`src/rtl/sspc_pkg.sv`:
```
// sspc_pkg: shared types, constants and helpers of the servo slew position controller
// no dependencies; imported by every module under rtl/
`default_nettype none

package sspc_pkg;

  // block configuration
  localparam int unsigned NUM_SERVOS = 4;
  localparam int unsigned PWM_HZ     = 50;
  localparam int unsigned SRV_W      = (NUM_SERVOS > 1) ? $clog2(NUM_SERVOS) : 1;

  // field widths
  localparam int unsigned OP_W    = 3;
  localparam int unsigned IDX_W   = 3;
  localparam int unsigned ANGLE_W = 8;
  localparam int unsigned PWM_W   = 12;
  localparam int unsigned US_W    = 15;
  localparam int unsigned MS_W    = 16;
  localparam int unsigned LIM_W   = 64;

  // apb register port
  localparam int unsigned PADDR_W      = 5;
  localparam int unsigned PDATA_W      = 64;
  localparam int unsigned REG_ADDR_LSB = 3;

  // command queue between front and back
  localparam int unsigned CQ_DEPTH = 2;
  localparam int unsigned CQ_PTR_W = (CQ_DEPTH > 1) ? $clog2(CQ_DEPTH) : 1;

  // input op codes
  localparam logic [OP_W-1:0] OP_TICK      = 3'd0;
  localparam logic [OP_W-1:0] OP_TO_MIN    = 3'd1;
  localparam logic [OP_W-1:0] OP_TO_MAX    = 3'd2;
  localparam logic [OP_W-1:0] OP_STOP      = 3'd3;
  localparam logic [OP_W-1:0] OP_SET_ANGLE = 3'd4;
  localparam logic [OP_W-1:0] OP_REFRESH   = 3'd5;

  // result kinds
  localparam logic KIND_STATUS = 1'b0;
  localparam logic KIND_PULSE  = 1'b1;

  // reset values
  localparam logic [LIM_W-1:0]   LIMITS_RESET    = 64'hB400_B400_B400_B400;
  localparam logic [US_W-1:0]    PULSE_MIN_RESET = 15'd1000;
  localparam logic [US_W-1:0]    PULSE_MAX_RESET = 15'd2000;
  localparam logic [MS_W-1:0]    TIMEOUT_RESET   = 16'd20;
  localparam logic [ANGLE_W-1:0] ANGLE_RESET     = 8'd90;
  localparam logic [MS_W-1:0]    MS_SAT          = 16'hFFFF;

  // pwm datapath: shared multiplier and reciprocal constants
  localparam int unsigned MUL_AW = 26;
  localparam int unsigned MUL_BW = 24;
  localparam int unsigned MUL_PW = MUL_AW + MUL_BW;
  localparam int unsigned DEG_SPAN      = 180;
  localparam int unsigned RCP180        = 11930464;   // floor(2^31 / 180)
  localparam int unsigned RCP180_SHIFT  = 31;
  localparam int unsigned US_PER_S      = 1000000;
  localparam int unsigned CNT_DIV       = 15625;      // 1e6 / 64, count = p * 64 / 15625
  localparam int unsigned RCPCNT        = 4398046;    // floor(2^36 / 15625)
  localparam int unsigned RCPCNT_SHIFT  = 36;

  // register index
  typedef enum logic [1:0] {
    REG_LIMITS,
    REG_PULSE_MIN,
    REG_PULSE_MAX,
    REG_TIMEOUT
  } reg_e;

  // decoded command class
  typedef enum logic [2:0] {
    CMD_TICK,
    CMD_TO_MIN,
    CMD_TO_MAX,
    CMD_STOP,
    CMD_SET,
    CMD_REFRESH,
    CMD_REJECT
  } cmd_e;

  typedef struct packed {
    logic [OP_W-1:0]    op;
    logic [IDX_W-1:0]   servo_index;
    logic [ANGLE_W-1:0] target_angle;
  } cmd_t;

  typedef struct packed {
    logic               kind;
    logic [IDX_W-1:0]   servo_id;
    logic               accepted;
    logic [ANGLE_W-1:0] angle_now;
    logic [PWM_W-1:0]   pwm_count;
    logic               last;
  } rsp_t;

  typedef struct packed {
    cmd_e               cls;
    logic [IDX_W-1:0]   idx;
    logic [ANGLE_W-1:0] angle;
  } cq_entry_t;

  typedef struct packed {
    logic [LIM_W-1:0] limits;
    logic [US_W-1:0]  pulse_min;
    logic [US_W-1:0]  pulse_max;
    logic [MS_W-1:0]  timeout;
  } cfg_t;

  typedef struct packed {
    logic               psel;
    logic               penable;
    logic               pwrite;
    logic [PADDR_W-1:0] paddr;
    logic [PDATA_W-1:0] pwdata;
  } apb_req_t;

  typedef struct packed {
    logic               start;
    logic [ANGLE_W-1:0] angle;
  } pwm_req_t;

  typedef struct packed {
    logic             done;
    logic [PWM_W-1:0] count;
  } pwm_rsp_t;

  function automatic logic [ANGLE_W-1:0] lim_min(input logic [LIM_W-1:0] tbl,
                                                 input logic [SRV_W-1:0] i);
    return tbl[16*i +: ANGLE_W];
  endfunction

  function automatic logic [ANGLE_W-1:0] lim_max(input logic [LIM_W-1:0] tbl,
                                                 input logic [SRV_W-1:0] i);
    return tbl[16*i + 8 +: ANGLE_W];
  endfunction

endpackage

`default_nettype wire

```
`src/rtl/servo_slew_position_controller.sv`:
```
// servo_slew_position_controller: top level of the slew limited servo controller
// depends on sspc_pkg, sspc_regs, sspc_front, sspc_back, sspc_pwm
//
//  channel   direction  handshake                       payload
//  command   in         push / full                     cmd_i (op, servo_index, target_angle)
//  result    out        empty / pop                     rsp_o (kind .. pwm_count, last)
//  config    in         psel, penable, pwrite / pready  paddr, pwdata, prdata (64 bit, 8 byte step)
//
// a servo command's status reaches the result ports once it has left the queue, passed
// the pwm states (rcp1 .. fin) on the one shared multiplier, had its count handed back
// and been loaded into the result register
// a refresh or a stepping tick walks the servos in order and puts out one result, with its
// own pwm pass, for each servo it reports; idle lanes are skipped in the scan
// a tick that does not step leaves the queue and returns nothing
// reset puts all servos at 90 degrees, clears the ms count and loads the register defaults
// a result waiting on pop holds the back end; the two entry command queue keeps taking
// commands until it fills, then full stalls the input
`default_nettype none

module servo_slew_position_controller (
  input  logic                             clk_i,
  input  logic                             rst_ni,
  // command transactions
  input  logic                             push,
  output logic                             full,
  input  sspc_pkg::cmd_t                   cmd_i,
  // result transactions
  output logic                             empty,
  input  logic                             pop,
  output sspc_pkg::rsp_t                   rsp_o,
  // register port
  input  logic                             psel,
  input  logic                             penable,
  input  logic                             pwrite,
  input  logic [sspc_pkg::PADDR_W-1:0]     paddr,
  input  logic [sspc_pkg::PDATA_W-1:0]     pwdata,
  output logic [sspc_pkg::PDATA_W-1:0]     prdata,
  output logic                             pready
);
  import sspc_pkg::*;

  apb_req_t   apb;
  cfg_t       cfg;
  logic       q_pop;
  logic       q_empty;
  cq_entry_t  q_head;
  pwm_req_t   pwm_req;
  pwm_rsp_t   pwm_rsp;

  // register port has no wait states
  assign pready = 1'b1;

  assign apb.psel    = psel;
  assign apb.penable = penable;
  assign apb.pwrite  = pwrite;
  assign apb.paddr   = paddr;
  assign apb.pwdata  = pwdata;

  // limits, pulse range and step timeout
  sspc_regs u_regs (
    .clk_i    (clk_i),
    .rst_ni   (rst_ni),
    .apb_i    (apb),
    .prdata_o (prdata),
    .cfg_o    (cfg)
  );

  // front end: classify each command (bad op or servo index becomes a reject) and queue it
  sspc_front u_front (
    .clk_i     (clk_i),
    .rst_ni    (rst_ni),
    .push_i    (push),
    .full_o    (full),
    .cmd_i     (cmd_i),
    .q_pop_i   (q_pop),
    .q_empty_o (q_empty),
    .q_head_o  (q_head)
  );

  // back end: angle state, ms counting, per servo walk and result register
  sspc_back u_back (
    .clk_i     (clk_i),
    .rst_ni    (rst_ni),
    .cfg_i     (cfg),
    .q_empty_i (q_empty),
    .q_head_i  (q_head),
    .q_pop_o   (q_pop),
    .pwm_req_o (pwm_req),
    .pwm_rsp_i (pwm_rsp),
    .pop_i     (pop),
    .empty_o   (empty),
    .rsp_o     (rsp_o)
  );

  // angle to pulse width to 12 bit count, saturated at full scale
  sspc_pwm u_pwm (
    .clk_i  (clk_i),
    .rst_ni (rst_ni),
    .cfg_i  (cfg),
    .req_i  (pwm_req),
    .rsp_o  (pwm_rsp)
  );

endmodule

`default_nettype wire

```
`src/rtl/sspc_regs.sv`:
```
// sspc_regs: apb configuration registers (limits, pulse range, step timeout)
// depends on sspc_pkg
`default_nettype none

module sspc_regs (
  input  logic                            clk_i,
  input  logic                            rst_ni,
  input  sspc_pkg::apb_req_t              apb_i,
  output logic [sspc_pkg::PDATA_W-1:0]    prdata_o,
  output sspc_pkg::cfg_t                  cfg_o
);
  import sspc_pkg::*;

  cfg_t cfg_q;
  reg_e idx;
  logic wr_en;

  assign idx   = reg_e'(apb_i.paddr[PADDR_W-1:REG_ADDR_LSB]);
  assign wr_en = apb_i.psel && apb_i.penable && apb_i.pwrite;
  assign cfg_o = cfg_q;

  always_ff @(posedge clk_i or negedge rst_ni) begin
    if (!rst_ni) begin
      cfg_q.limits    <= LIMITS_RESET;
      cfg_q.pulse_min <= PULSE_MIN_RESET;
      cfg_q.pulse_max <= PULSE_MAX_RESET;
      cfg_q.timeout   <= TIMEOUT_RESET;
    end else if (wr_en) begin
      unique case (idx)
        REG_LIMITS:    cfg_q.limits    <= apb_i.pwdata;
        REG_PULSE_MIN: cfg_q.pulse_min <= apb_i.pwdata[US_W-1:0];
        REG_PULSE_MAX: cfg_q.pulse_max <= apb_i.pwdata[US_W-1:0];
        REG_TIMEOUT:   cfg_q.timeout   <= apb_i.pwdata[MS_W-1:0];
        default:       cfg_q           <= cfg_q;
      endcase
    end
  end

  always_comb begin
    unique case (idx)
      REG_LIMITS:    prdata_o = cfg_q.limits;
      REG_PULSE_MIN: prdata_o = PDATA_W'(cfg_q.pulse_min);
      REG_PULSE_MAX: prdata_o = PDATA_W'(cfg_q.pulse_max);
      REG_TIMEOUT:   prdata_o = PDATA_W'(cfg_q.timeout);
      default:       prdata_o = '0;
    endcase
  end

endmodule

`default_nettype wire

```
`src/rtl/sspc_front.sv`:
```
// sspc_front: accepts commands, classifies them and queues them for the back end
// depends on sspc_pkg
`default_nettype none

module sspc_front (
  input  logic                 clk_i,
  input  logic                 rst_ni,
  input  logic                 push_i,
  output logic                 full_o,
  input  sspc_pkg::cmd_t       cmd_i,
  input  logic                 q_pop_i,
  output logic                 q_empty_o,
  output sspc_pkg::cq_entry_t  q_head_o
);
  import sspc_pkg::*;

  cq_entry_t                 entries_q [CQ_DEPTH];
  logic [CQ_PTR_W-1:0]       wr_ptr_q, rd_ptr_q;
  logic [CQ_PTR_W:0]         cnt_q;
  cq_entry_t                 entry;
  logic                      idx_ok;
  logic                      wr_en, rd_en;

  // classify
  always_comb begin
    idx_ok       = cmd_i.servo_index < IDX_W'(NUM_SERVOS);
    entry.idx    = cmd_i.servo_index;
    entry.angle  = cmd_i.target_angle;
    unique case (cmd_i.op)
      OP_TICK:      entry.cls = CMD_TICK;
      OP_TO_MIN:    entry.cls = idx_ok ? CMD_TO_MIN : CMD_REJECT;
      OP_TO_MAX:    entry.cls = idx_ok ? CMD_TO_MAX : CMD_REJECT;
      OP_STOP:      entry.cls = idx_ok ? CMD_STOP   : CMD_REJECT;
      OP_SET_ANGLE: entry.cls = idx_ok ? CMD_SET    : CMD_REJECT;
      OP_REFRESH:   entry.cls = CMD_REFRESH;
      default:      entry.cls = CMD_REJECT;
    endcase
  end

  assign full_o    = cnt_q == (CQ_PTR_W+1)'(CQ_DEPTH);
  assign q_empty_o = cnt_q == '0;
  assign q_head_o  = entries_q[rd_ptr_q];
  assign wr_en     = push_i && !full_o;
  assign rd_en     = q_pop_i && !q_empty_o;

  always_ff @(posedge clk_i) begin
    if (wr_en) begin
      entries_q[wr_ptr_q] <= entry;
    end
  end

  always_ff @(posedge clk_i or negedge rst_ni) begin
    if (!rst_ni) begin
      wr_ptr_q <= '0;
      rd_ptr_q <= '0;
      cnt_q    <= '0;
    end else begin
      if (wr_en) begin
        wr_ptr_q <= (wr_ptr_q == CQ_PTR_W'(CQ_DEPTH-1)) ? '0 : wr_ptr_q + 1'b1;
      end
      if (rd_en) begin
        rd_ptr_q <= (rd_ptr_q == CQ_PTR_W'(CQ_DEPTH-1)) ? '0 : rd_ptr_q + 1'b1;
      end
      cnt_q <= cnt_q + (CQ_PTR_W+1)'(wr_en) - (CQ_PTR_W+1)'(rd_en);
    end
  end

  a_cnt_bound: assert property (@(posedge clk_i) disable iff (!rst_ni)
    cnt_q <= (CQ_PTR_W+1)'(CQ_DEPTH))
    else $error("command queue count exceeds depth");

endmodule

`default_nettype wire

```
`src/rtl/sspc_pwm.sv`:
```
// sspc_pwm: multi-cycle angle to pwm count unit on one shared multiplier
// depends on sspc_pkg
`default_nettype none

module sspc_pwm (
  input  logic               clk_i,
  input  logic               rst_ni,
  input  sspc_pkg::cfg_t     cfg_i,
  input  sspc_pkg::pwm_req_t req_i,
  output sspc_pkg::pwm_rsp_t rsp_o
);
  import sspc_pkg::*;

  typedef enum logic [2:0] {
    PW_IDLE,
    PW_RCP1,
    PW_CHK1,
    PW_HZ,
    PW_RCP2,
    PW_CHK2,
    PW_FIN
  } pw_state_e;

  pw_state_e           state_q;
  logic [MUL_PW-1:0]   prod_q;
  logic                neg_q;
  logic [22:0]         x_q;
  logic [15:0]         q0_q;
  logic                sat_q;
  logic [25:0]         x2_q;
  logic [PWM_W-1:0]    pwm_q;
  logic                done_q;

  logic [MUL_AW-1:0]   mul_a;
  logic [MUL_BW-1:0]   mul_b;
  logic [MUL_PW-1:0]   mul_p;
  logic signed [15:0]  diff_s;
  logic [US_W-1:0]     diff_mag;
  logic [22:0]         r1;
  logic [16:0]         q_fix;
  logic signed [17:0]  lo_s, q_s, m_s;
  logic [16:0]         m_u;
  logic [26:0]         p;
  logic [25:0]         x2;
  logic [15:0]         q0a;
  logic [12:0]         q0b;
  logic [25:0]         r2;
  logic [12:0]         cnt;

  always_comb begin
    diff_s   = signed'({1'b0, cfg_i.pulse_max}) - signed'({1'b0, cfg_i.pulse_min});
    diff_mag = diff_s[15] ? US_W'(-diff_s) : diff_s[US_W-1:0];
    // quotient by 180 with one correction step
    q0a      = prod_q[RCP180_SHIFT +: 16];
    r1       = x_q - prod_q[22:0];
    q_fix    = {1'b0, q0_q} + 17'(r1 >= 23'(DEG_SPAN));
    lo_s     = signed'({3'b000, cfg_i.pulse_min});
    q_s      = signed'({1'b0, q_fix});
    m_s      = neg_q ? lo_s - q_s : lo_s + q_s;
    m_u      = m_s[17] ? '0 : m_s[16:0];
    // pulse times rate, then scaled down to a 12 bit count
    p        = prod_q[26:0];
    x2       = {p[19:0], 6'b000000};
    q0b      = prod_q[RCPCNT_SHIFT +: 13];
    r2       = x2_q - prod_q[25:0];
    cnt      = q0_q[12:0] + 13'(r2 >= 26'(CNT_DIV));
  end

  always_comb begin
    unique case (state_q)
      PW_IDLE: begin
        mul_a = MUL_AW'(req_i.angle);
        mul_b = MUL_BW'(diff_mag);
      end
      PW_RCP1: begin
        mul_a = MUL_AW'(prod_q[22:0]);
        mul_b = MUL_BW'(RCP180);
      end
      PW_CHK1: begin
        mul_a = MUL_AW'(q0a);
        mul_b = MUL_BW'(DEG_SPAN);
      end
      PW_HZ: begin
        mul_a = MUL_AW'(m_u);
        mul_b = MUL_BW'(PWM_HZ);
      end
      PW_RCP2: begin
        mul_a = x2;
        mul_b = MUL_BW'(RCPCNT);
      end
      PW_CHK2: begin
        mul_a = MUL_AW'(q0b);
        mul_b = MUL_BW'(CNT_DIV);
      end
      default: begin
        mul_a = '0;
        mul_b = '0;
      end
    endcase
  end

  assign mul_p = MUL_PW'(mul_a) * MUL_PW'(mul_b);

  always_ff @(posedge clk_i or negedge rst_ni) begin
    if (!rst_ni) begin
      state_q <= PW_IDLE;
      prod_q  <= '0;
      neg_q   <= 1'b0;
      x_q     <= '0;
      q0_q    <= '0;
      sat_q   <= 1'b0;
      x2_q    <= '0;
      pwm_q   <= '0;
      done_q  <= 1'b0;
    end else begin
      done_q <= 1'b0;
      unique case (state_q)
        PW_IDLE: begin
          if (req_i.start) begin
            prod_q  <= mul_p;
            neg_q   <= diff_s[15];
            state_q <= PW_RCP1;
          end
        end
        PW_RCP1: begin
          x_q     <= prod_q[22:0];
          prod_q  <= mul_p;
          state_q <= PW_CHK1;
        end
        PW_CHK1: begin
          q0_q    <= q0a;
          prod_q  <= mul_p;
          state_q <= PW_HZ;
        end
        PW_HZ: begin
          prod_q  <= mul_p;
          state_q <= PW_RCP2;
        end
        PW_RCP2: begin
          sat_q   <= p >= 27'(US_PER_S);
          x2_q    <= x2;
          prod_q  <= mul_p;
          state_q <= PW_CHK2;
        end
        PW_CHK2: begin
          q0_q    <= 16'(q0b);
          prod_q  <= mul_p;
          state_q <= PW_FIN;
        end
        PW_FIN: begin
          pwm_q   <= sat_q ? '1 : cnt[PWM_W-1:0];
          done_q  <= 1'b1;
          state_q <= PW_IDLE;
        end
        default: state_q <= PW_IDLE;
      endcase
    end
  end

  assign rsp_o.done  = done_q;
  assign rsp_o.count = pwm_q;

  a_no_restart: assert property (@(posedge clk_i) disable iff (!rst_ni)
    req_i.start |-> state_q == PW_IDLE)
    else $error("pwm unit started while busy");

endmodule

`default_nettype wire

```
`src/rtl/sspc_back.sv`:
```
// sspc_back: executes queued commands, keeps servo angles and the ms count,
// drives the pwm unit and the result register; depends on sspc_pkg
`default_nettype none

module sspc_back (
  input  logic                 clk_i,
  input  logic                 rst_ni,
  input  sspc_pkg::cfg_t       cfg_i,
  input  logic                 q_empty_i,
  input  sspc_pkg::cq_entry_t  q_head_i,
  output logic                 q_pop_o,
  output sspc_pkg::pwm_req_t   pwm_req_o,
  input  sspc_pkg::pwm_rsp_t   pwm_rsp_i,
  input  logic                 pop_i,
  output logic                 empty_o,
  output sspc_pkg::rsp_t       rsp_o
);
  import sspc_pkg::*;

  typedef enum logic [1:0] {
    BK_IDLE,
    BK_SCAN,
    BK_CALC,
    BK_EMIT
  } bk_state_e;

  localparam logic [SRV_W-1:0] LAST_SRV = SRV_W'(NUM_SERVOS-1);

  bk_state_e                              state_q, state_d;
  logic [NUM_SERVOS-1:0][ANGLE_W-1:0]     cur_q, cur_d;
  logic [NUM_SERVOS-1:0][ANGLE_W-1:0]     tgt_q, tgt_d;
  logic [MS_W-1:0]                        elapsed_q, elapsed_d;
  logic [NUM_SERVOS-1:0]                  mask_q, mask_d;
  logic [SRV_W-1:0]                       srv_q, srv_d;
  logic                                   single_q, single_d;
  logic                                   zero_q, zero_d;
  rsp_t                                   res_q, res_d;
  rsp_t                                   out_q, out_d;
  logic                                   out_vld_q, out_vld_d;

  logic [NUM_SERVOS-1:0][ANGLE_W-1:0]     step_ang;
  logic [NUM_SERVOS-1:0]                  step_mv;
  logic [MS_W-1:0]                        elapsed_inc;
  logic [SRV_W-1:0]                       sel;
  logic [ANGLE_W-1:0]                     sel_min, sel_max;
  logic                                   more;
  logic                                   slot_free;

  // one degree step per servo lane
  always_comb begin
    for (int j = 0; j < NUM_SERVOS; j++) begin
      step_ang[j] = cur_q[j];
      step_mv[j]  = 1'b0;
      if (tgt_q[j] > cur_q[j] && cur_q[j] < lim_max(cfg_i.limits, SRV_W'(j))) begin
        step_ang[j] = cur_q[j] + 1'b1;
        step_mv[j]  = 1'b1;
      end else if (tgt_q[j] < cur_q[j] && cur_q[j] > lim_min(cfg_i.limits, SRV_W'(j))) begin
        step_ang[j] = cur_q[j] - 1'b1;
        step_mv[j]  = 1'b1;
      end
    end
  end

  // any later servo still to report
  always_comb begin
    more = 1'b0;
    for (int j = 0; j < NUM_SERVOS; j++) begin
      if (j > int'(srv_q) && mask_q[j]) begin
        more = 1'b1;
      end
    end
  end

  assign elapsed_inc = (elapsed_q != MS_SAT) ? elapsed_q + 1'b1 : elapsed_q;
  assign sel         = q_head_i.idx[SRV_W-1:0];
  assign sel_min     = lim_min(cfg_i.limits, sel);
  assign sel_max     = lim_max(cfg_i.limits, sel);
  assign slot_free   = !out_vld_q || pop_i;

  always_comb begin
    state_d   = state_q;
    cur_d     = cur_q;
    tgt_d     = tgt_q;
    elapsed_d = elapsed_q;
    mask_d    = mask_q;
    srv_d     = srv_q;
    single_d  = single_q;
    zero_d    = zero_q;
    res_d     = res_q;
    out_d     = out_q;
    out_vld_d = out_vld_q && !pop_i;
    q_pop_o   = 1'b0;
    pwm_req_o = '0;

    unique case (state_q)
      BK_IDLE: begin
        if (!q_empty_i) begin
          q_pop_o = 1'b1;
          unique case (q_head_i.cls)
            CMD_TICK: begin
              if (elapsed_inc > cfg_i.timeout) begin
                cur_d     = step_ang;
                mask_d    = step_mv;
                elapsed_d = '0;
                srv_d     = '0;
                single_d  = 1'b0;
                zero_d    = 1'b0;
                state_d   = (|step_mv) ? BK_SCAN : BK_IDLE;
              end else begin
                elapsed_d = elapsed_inc;
              end
            end
            CMD_REFRESH: begin
              mask_d   = '1;
              srv_d    = '0;
              single_d = 1'b0;
              zero_d   = 1'b0;
              state_d  = BK_SCAN;
            end
            CMD_TO_MIN, CMD_TO_MAX, CMD_STOP, CMD_SET: begin
              res_d.kind      = KIND_STATUS;
              res_d.servo_id  = q_head_i.idx;
              res_d.accepted  = 1'b1;
              res_d.angle_now = cur_q[sel];
              res_d.pwm_count = '0;
              res_d.last      = 1'b1;
              case (q_head_i.cls)
                CMD_TO_MIN: tgt_d[sel] = sel_min;
                CMD_TO_MAX: tgt_d[sel] = sel_max;
                CMD_STOP:   tgt_d[sel] = cur_q[sel];
                default: begin
                  if (q_head_i.angle >= sel_min && q_head_i.angle <= sel_max) begin
                    tgt_d[sel] = q_head_i.angle;
                  end else begin
                    res_d.accepted = 1'b0;
                  end
                end
              endcase
              single_d        = 1'b1;
              zero_d          = 1'b0;
              pwm_req_o.start = 1'b1;
              pwm_req_o.angle = cur_q[sel];
              state_d         = BK_CALC;
            end
            default: begin
              // rejected: bad op or servo out of range, status with zero angle and count
              res_d.kind      = KIND_STATUS;
              res_d.servo_id  = q_head_i.idx;
              res_d.accepted  = 1'b0;
              res_d.angle_now = '0;
              res_d.pwm_count = '0;
              res_d.last      = 1'b1;
              single_d        = 1'b1;
              zero_d          = 1'b1;
              state_d         = BK_EMIT;
            end
          endcase
        end
      end
      BK_SCAN: begin
        if (mask_q[srv_q]) begin
          res_d.kind      = KIND_PULSE;
          res_d.servo_id  = IDX_W'(srv_q);
          res_d.accepted  = 1'b1;
          res_d.angle_now = cur_q[srv_q];
          res_d.pwm_count = '0;
          res_d.last      = !more;
          pwm_req_o.start = 1'b1;
          pwm_req_o.angle = cur_q[srv_q];
          state_d         = BK_CALC;
        end else if (srv_q == LAST_SRV) begin
          state_d = BK_IDLE;
        end else begin
          srv_d = srv_q + 1'b1;
        end
      end
      BK_CALC: begin
        if (pwm_rsp_i.done) begin
          state_d = BK_EMIT;
        end
      end
      BK_EMIT: begin
        if (slot_free) begin
          out_d           = res_q;
          out_d.pwm_count = zero_q ? '0 : pwm_rsp_i.count;
          out_vld_d       = 1'b1;
          if (!single_q && srv_q != LAST_SRV) begin
            srv_d   = srv_q + 1'b1;
            state_d = BK_SCAN;
          end else begin
            state_d = BK_IDLE;
          end
        end
      end
      default: state_d = BK_IDLE;
    endcase
  end

  always_ff @(posedge clk_i or negedge rst_ni) begin
    if (!rst_ni) begin
      state_q   <= BK_IDLE;
      cur_q     <= {NUM_SERVOS{ANGLE_RESET}};
      tgt_q     <= {NUM_SERVOS{ANGLE_RESET}};
      elapsed_q <= '0;
      mask_q    <= '0;
      srv_q     <= '0;
      single_q  <= 1'b0;
      zero_q    <= 1'b0;
      res_q     <= '0;
      out_q     <= '0;
      out_vld_q <= 1'b0;
    end else begin
      state_q   <= state_d;
      cur_q     <= cur_d;
      tgt_q     <= tgt_d;
      elapsed_q <= elapsed_d;
      mask_q    <= mask_d;
      srv_q     <= srv_d;
      single_q  <= single_d;
      zero_q    <= zero_d;
      res_q     <= res_d;
      out_q     <= out_d;
      out_vld_q <= out_vld_d;
    end
  end

  assign empty_o = !out_vld_q;
  assign rsp_o   = out_q;

  a_out_hold: assert property (@(posedge clk_i) disable iff (!rst_ni)
    out_vld_q && !pop_i |=> out_vld_q && $stable(out_q))
    else $error("waiting result overwritten");

  a_angle_on_tick: assert property (@(posedge clk_i) disable iff (!rst_ni)
    !$stable(cur_q) |-> $past(state_q == BK_IDLE && q_pop_o && q_head_i.cls == CMD_TICK))
    else $error("current angle changed outside a tick step");

  a_pwm_wait: assert property (@(posedge clk_i) disable iff (!rst_ni)
    state_q == BK_EMIT && !zero_q |-> $past(pwm_rsp_i.done) || $past(state_q == BK_EMIT))
    else $error("result emitted before pwm count was ready");

endmodule

`default_nettype wire
```
`config.mk`:
```
export PLATFORM = sky130hd
export DESIGN_NAME = servo_slew_position_controller
export DESIGN_NICKNAME = d
export VERILOG_FILES = /design/src/rtl/sspc_pkg.sv /design/src/rtl/servo_slew_position_controller.sv /design/src/rtl/sspc_regs.sv /design/src/rtl/sspc_front.sv /design/src/rtl/sspc_pwm.sv /design/src/rtl/sspc_back.sv
export SDC_FILE = /design/constraint.sdc
export NUM_CORES = 2
export LEC_CHECK = 0
export ABC_AREA = 0
export BUFFER_PORTS_ARGS = -buffer_cell sky130_fd_sc_hd__clkbuf_2
export CORE_ASPECT_RATIO = 1.5
export CORE_MARGIN = 4
export CORE_UTILIZATION = 45
export CTS_BUF_LIST = sky130_fd_sc_hd__clkbuf_2 sky130_fd_sc_hd__clkbuf_4 sky130_fd_sc_hd__clkbuf_8
export CTS_CLUSTER_DIAMETER = 60
export DETAILED_ROUTE_END_ITERATION = 12
export PLACE_DENSITY = 0.67
export SLEW_MARGIN = 5
export SYNTH_ARGS = -nofsm -noshare
export SYNTH_HDL_FRONTEND = slang
export SYNTH_HIERARCHICAL = 1
export SYNTH_SLANG_ARGS = --single-unit
```
`constraint.sdc`:
```
create_clock -name clk_i -period 14.15 [get_ports clk_i]
set_clock_uncertainty 0.15 [all_clocks]
set_input_delay 2.1225 -clock clk_i [delete_from_list [all_inputs] [get_ports clk_i]]
set_output_delay 2.1225 -clock clk_i [all_outputs]
set_load 0.02 [all_outputs]
```
# Word level (Yosys, flattened, before mapping)
# Memories as Yosys holds them, arrays and structs flattened.
# Cells that the tools add are included.
# totals
mem_bits_rw	28
mem_count	1
out_inout_bits	93
ff_bits	371
elab_cells	299
input_bits	90
# mem_list
name	depth	width	rd	rd_clocked_by_memory_dff	wr	line	text
u_front.entries_q	2	14	1	0	1	sspc_front.sv:17	cq_entry_t entries_q [CQ_DEPTH];
# op_classes
magnitude_cmp	29
reduce_logical	66
addsub	23
n_bitwise	1
n_mux	95
n_mul	1
n_eq_ne	39
shifts	2
# op_table
operator	count
64-bit case mux with 4 select lines	1
26-bit case mux with 6 select lines	1
24-bit case mux with 6 select lines	1
32-bit bitwise mux	4
26-bit case mux with 2 select lines	2
49-bit case mux with 2 select lines	1
32-bit case mux with 3 select lines	1
8-bit 2-to-1 mux	11
8-bit > comparator	8
8-bit < comparator	8
64-bit by 33-bit variable part select with 8-bit output	1
64-bit by 7-bit variable part select with 8-bit output	1
26-bit 2-to-1 mux	2
26-bit by 24-bit multiplier with 49-bit output	1
49-bit 2-to-1 mux	1
3-bit case mux with 6 select lines	2
8-bit by 1-bit adder with 8-bit output (second input constant)	4
8-bit binary-select mux with 2-bit select	2
16-bit 2-to-1 mux	2
32-bit 2-to-1 mux	1
16-bit case mux with 2 select lines	1
8-bit by 1-bit subtractor with 8-bit output (second input constant)	4
27-bit by 20-bit greater-or-equal comparator with 1-bit output (second input constant)	1
9-bit 2-to-1 mux	3
other kinds (69)	192

# Longest topological paths before layout
# logic_depth
word_depth	10
mapped_depth	58
ltp_nobuf	54

# Hierarchy
# Netlist, hierarchy kept.
# modules_own_cells
module	cells_per_inst	n_inst	area_each_um2	seq_area_each_um2
sspc_pwm	3236	1	27827.9	3052.9
sspc_back	1306	1	11702.5	3318.2
sspc_regs	313	1	4847.1	2790.2
sspc_front	70	1	1315.0	940.9
servo_slew_position_controller	2	1	11.3	0.0

# Worst setup path before layout
# No wires, ideal clock.
# synth_path
path_kind	register -> register
start	register u_pwm.prod_q[12]
end	register u_pwm.prod_q[45]
arrival_ps	12878
stages_incl_launch_ff	56
setup_ps	133
n_path_buf	3
t_required_ps	13867
setup_slack_ps	989
synth_period_minus_slack_ps	13161
cell_sequence	dfrtp_1 clkbuf_1 inv_1 ha_1 o21ai_0 o21ai_0 and2_1 o21a_1 o21a_1 a211oi_1 nor3_1 and3_1 a2111oi_0 a2111o_1 ha_1 ha_1 clkbuf_1 inv_1 (+20 left out) fa_1 inv_1 fa_1 fa_1 inv_1 fa_1 inv_1 ha_1 a2111oi_0 o21ai_0 a41oi_1 nor4_1 o311ai_0 a31oi_1 or3_1 a31oi_1 xor2_1 o21ai_0
# synth_via
elab_chain_cells	10
word_cells_on_any_way	11
classes_between	4 x add/sub; 1 x mul; 1 x order compare; 5 x mux
# synth_rtl
item	line	text
start: declaration	sspc_pwm.sv:25	logic [MUL_PW-1:0] prod_q;
start signal: assignment	sspc_pwm.sv:120	prod_q <= mul_p;
start signal: assignment	sspc_pwm.sv:127	prod_q <= mul_p;
start signal: assignment	sspc_pwm.sv:132	prod_q <= mul_p;
23-bit subtractor	sspc_pwm.sv:55	r1 = x_q - prod_q[22:0];
23-bit by 8-bit greater-or-equal comparator with 1-bit output	sspc_pwm.sv:56	q_fix = {1'b0, q0_q} + 17'(r1 >= 23'(DEG_SPAN));
16-bit by 1-bit adder with 17-bit output	sspc_pwm.sv:56	
15-bit by 17-bit adder with 18-bit output / 15-bit by 17-bit subtractor with 18-bit output (equally long branches)	sspc_pwm.sv:59	m_s = neg_q ? lo_s - q_s : lo_s + q_s;
18-bit 2-to-1 mux	sspc_pwm.sv:59	
17-bit 2-to-1 mux	sspc_pwm.sv:60	m_u = m_s[17] ? '0 : m_s[16:0];
26-bit case mux with 6 select lines (*)	sspc_pwm.sv:70	unique case (state_q)
26-bit by 24-bit multiplier with 49-bit output (*)	sspc_pwm.sv:102	assign mul_p = MUL_PW'(mul_a) * MUL_PW'(mul_b);
49-bit 2-to-1 mux	sspc_pwm.sv:119	if (req_i.start) begin
49-bit case mux with 2 select lines (*)	sspc_pwm.sv:117	unique case (state_q)
# Mark *: on every way between the ends. The rest lies on a longest branch, timed or not. The select of a mux whose other input is x is not followed.
# A chain may end at the register's enable or synchronous reset.

# Final worst setup path
# layout_path
start	register u_pwm.prod_q[1]
end	register u_pwm.prod_q[45]
# Same word-level chain as after synthesis.

==> reports/qor.csv <==
metric;value;unit
Top FF cell, synth;dfrtp_1;
count of different cell masters after synthesis;111;
fin crit period;13640;ps
vias in the first global route;39700;
Synth async-reset ratio;92.9;%
fillers;9288;
CP max stage cell;fa_1;
Max Clk Rate;73.3;MHz
Core Area;100000;µm²
FF+latch count, synth;395;
starting DRC count in detailed routing;2424;
die height;398;µm
drt pass-1 iters;6;
placed instance count;6578;
Congestion Overflow GR;0;
Post-DRT Antenna Nets;0;
Seq/Total Area, Yosys;22.1;%
IO Count;183;
number of non-filler instances in the completed layout;6718;
Clock transition at path regs;70;ps
Root Driver;clkbuf_8;
count of input and output buffers;178;
final setup fails;0;
Die Footprint;107000;µm²
antenna violations before repair;10;
Post-Synthesis Cells;4927;
CP Max Fanout;8;
CP top delay family;compound AO/OA/AOI/OAI gates;
Area Growth Syn to Fin;13.6;%
crit start category;flip-flop;
status;finished clean;
Final Slew Violations;0;
Routed WL per cell;22.3;µm
YS warnings;6;
first-pass GRT wire length;228;mm
dpl ws;-300;ps
Site Rows;142;
Mapped Area;45700;µm²
PnR worst setup slack;508;ps
TNS Setup;0;ps
worst-skew pair later-pin latency;740;ps
Initial Utilization;45.5;%
Largest stage delay, worst path;550;ps
WL final;150;mm
share of cells above drive strength 1;18.1;%
CTS HTree Levels;3;
Max-Slew Margin vs Limit;13.5;%
CP required;14550;ps
WP buf/inv;14;
cts bufs inserted;68;
CTS tree;done;
Hold Path Class;reg2reg;
Post-CTS Hold Fix Bufs;0;
Layout Nets;6378;
EDFF count, synth;28;
CTS max path bufs;3;
crit path DAT;14050;ps
final hold vios;0;
CP Capture Type;flip-flop;
Post-route DRC;0;
Slew @ Worst Pin;1290;ps
CP Class;reg2reg;
max-cap violations;0;
syn avg cell area;9.28;µm²
hpwl dp;122;mm
period utilisation layout;96.4;%
Worst R2R Setup Slack;510;ps
Die W;268;µm
largest net degree at the start of global routing;148;
RD Place Congestion;0.990;
via count;37400;
GRT Util Overall;28.3;%
drt via density;5.57;
Num Clock Sinks;395;
-- placed cells by master, fill, tap and decap left out, drive strengths merged, types with 26 or more instances in the layout --
master	synthesis	final
nor3	54	54
xnor2	90	90
a22oi	29	29
a211oi	34	34
o21ai	194	194
nor2b	45	45
and3	28	28
mux2i	31	31
mux4	43	43
nand4	36	36
edfxtp	28	28
dfstp	62	62
a31oi	26	26
nand2b	41	41
conb	3	83
nand3	75	75
buf	64	269
fa	478	478
a21o	87	87
a21oi	179	179
nand2	560	560
nor2	195	195
xor2	86	86
a22o	29	29
dfrtp	305	305
inv	990	996
and2	104	104
mux2	160	160
o211ai	29	29
clkbuf	100	278
ha	451	451
-- final cells by class --
type | instances | area (µm²) | share of cell area [%]
Clock buffer | 101 | 1270 | 2.45
Clock inverter | 23 | 289 | 0.557
Inverter | 990 | 3720 | 7.16
Timing Repair Buffer | 446 | 2980 | 5.74
Sequential cell | 395 | 10100 | 19.5
Multi-Input combinational cell | 3458 | 31900 | 61.5
Antenna cell | 9 | 22.5 | 0.0434
Tap cell | 1296 | 1620 | 3.12
-- through the flow --
stage	hold slack [ps]	utilization [%]	instance area [µm²]
2_1_floorplan	283	-	46000
3_3_place_gp	299	49.6	49800
3_5_place_dp	307	49.6	49800
4_1_cts	320	51.2	51400
5_1_grt	339	51.7	51900
6_report	315	51.7	51900
-- cell families after synthesis --
logic type / synth area share, %
adders and majority gates: 33.3
other: 0.0246
buffers and inverters: 9.81
and+or+nand+nor: 13.1
AOI/OAI and AO/OA: 11.4
xor gates and xnor gates: 3.37
muxes: 6.82
DFF: 22.1
-- routing by layer --
layer	vias up	track usage (%)	share of wire (%)
li1	16900	-	-
met1	18600	31.2	36
met2	1362	49.7	50
met3	533	3.71	5.5
met4	0	20.5	9.3
met5	-	0	0
-- cell usage after synthesis, types with 16 or more instances --
library cell  count  area [µm²]
mux2i_1          31         310
o211ai_1         29         218
nand3b_1         17         128
nand3_1          72         360
nor2b_1          44         275
nand2b_1         40         250
a22o_1           29         254
buf_1            17        63.8
nor3_1           51         255
and2_1          103         644
edfxtp_1         28         841
mux2_2          144        1620
mux4_2           43         968
xor2_1           86         753
dfrtp_1         305        7630
o21a_1           22         165
a31oi_1          26         163
a211oi_1         32         240
o31ai_1          16         120
nand2_1         560        2100
fa_1            478        9570
nand4_1          34         213
clkbuf_1        100         375
and3_1           27         169
a21o_1           86         646
nor2_1          190         713
o21ai_0         187         936
a22oi_1          29         218
buf_2            26         130
dfstp_2          62        1630
ha_1            451        5640
inv_1           990        3720
xnor2_1          90         788
a21oi_1         176         881
-- flip-flops by register name, indices dropped and copies added, names as in the netlist, 4 cells and up, named ones only --
register,count
u_back/rsp_o,26
u_pwm/prod_q,45
u_pwm/x2_q,20
u_pwm/pwm_q,12
u_back/cur_q,32
u_pwm/q0_q,16
u_back/res_q,14
u_back/elapsed_q,16
u_regs/cfg_o,110
u_back/mask_q,4
u_pwm/x_q,23
u_front/entries_q,28
-- worst min-delay path: stages (launching register included) --
cell and delay [ps]:
dfrtp_1 340, nand2_1 50, nand2_1 50
-- worst paths after layout --
check                                          endpoint                         from  cells past startpoint
max                        u_pwm/prod_q[45]$_DFFE_PN0P_  u_pwm/prod_q[1]$_DFFE_PN0P_                     60
min                         u_back/rsp_o[2]$_DFFE_PN0P_  u_back/rsp_o[2]$_DFFE_PN0P_                      2
max reg2reg                u_pwm/prod_q[45]$_DFFE_PN0P_  u_pwm/prod_q[1]$_DFFE_PN0P_                     60
min reg2reg                 u_back/rsp_o[2]$_DFFE_PN0P_  u_back/rsp_o[2]$_DFFE_PN0P_                      2
max in group asynchronous    u_pwm/x2_q[21]$_DFFE_PN0N_                       rst_ni                      2
min in group asynchronous    u_front/cnt_q[1]$_DFF_PN0_                       rst_ni                      1
-- what timing repair did --
action | 4_1_cts | 5_1_grt
buffers inserted | 1 | 7
pin swaps | 2 | 52
resized for setup | 11 | 92
setup endpoints to repair | 6 | 22
endpoints found under the hold margin | 0 | 0
Power is left out: the tool's default activity adds up to more than one toggle a clock period on the data nets, which glitch-free logic cannot reach.
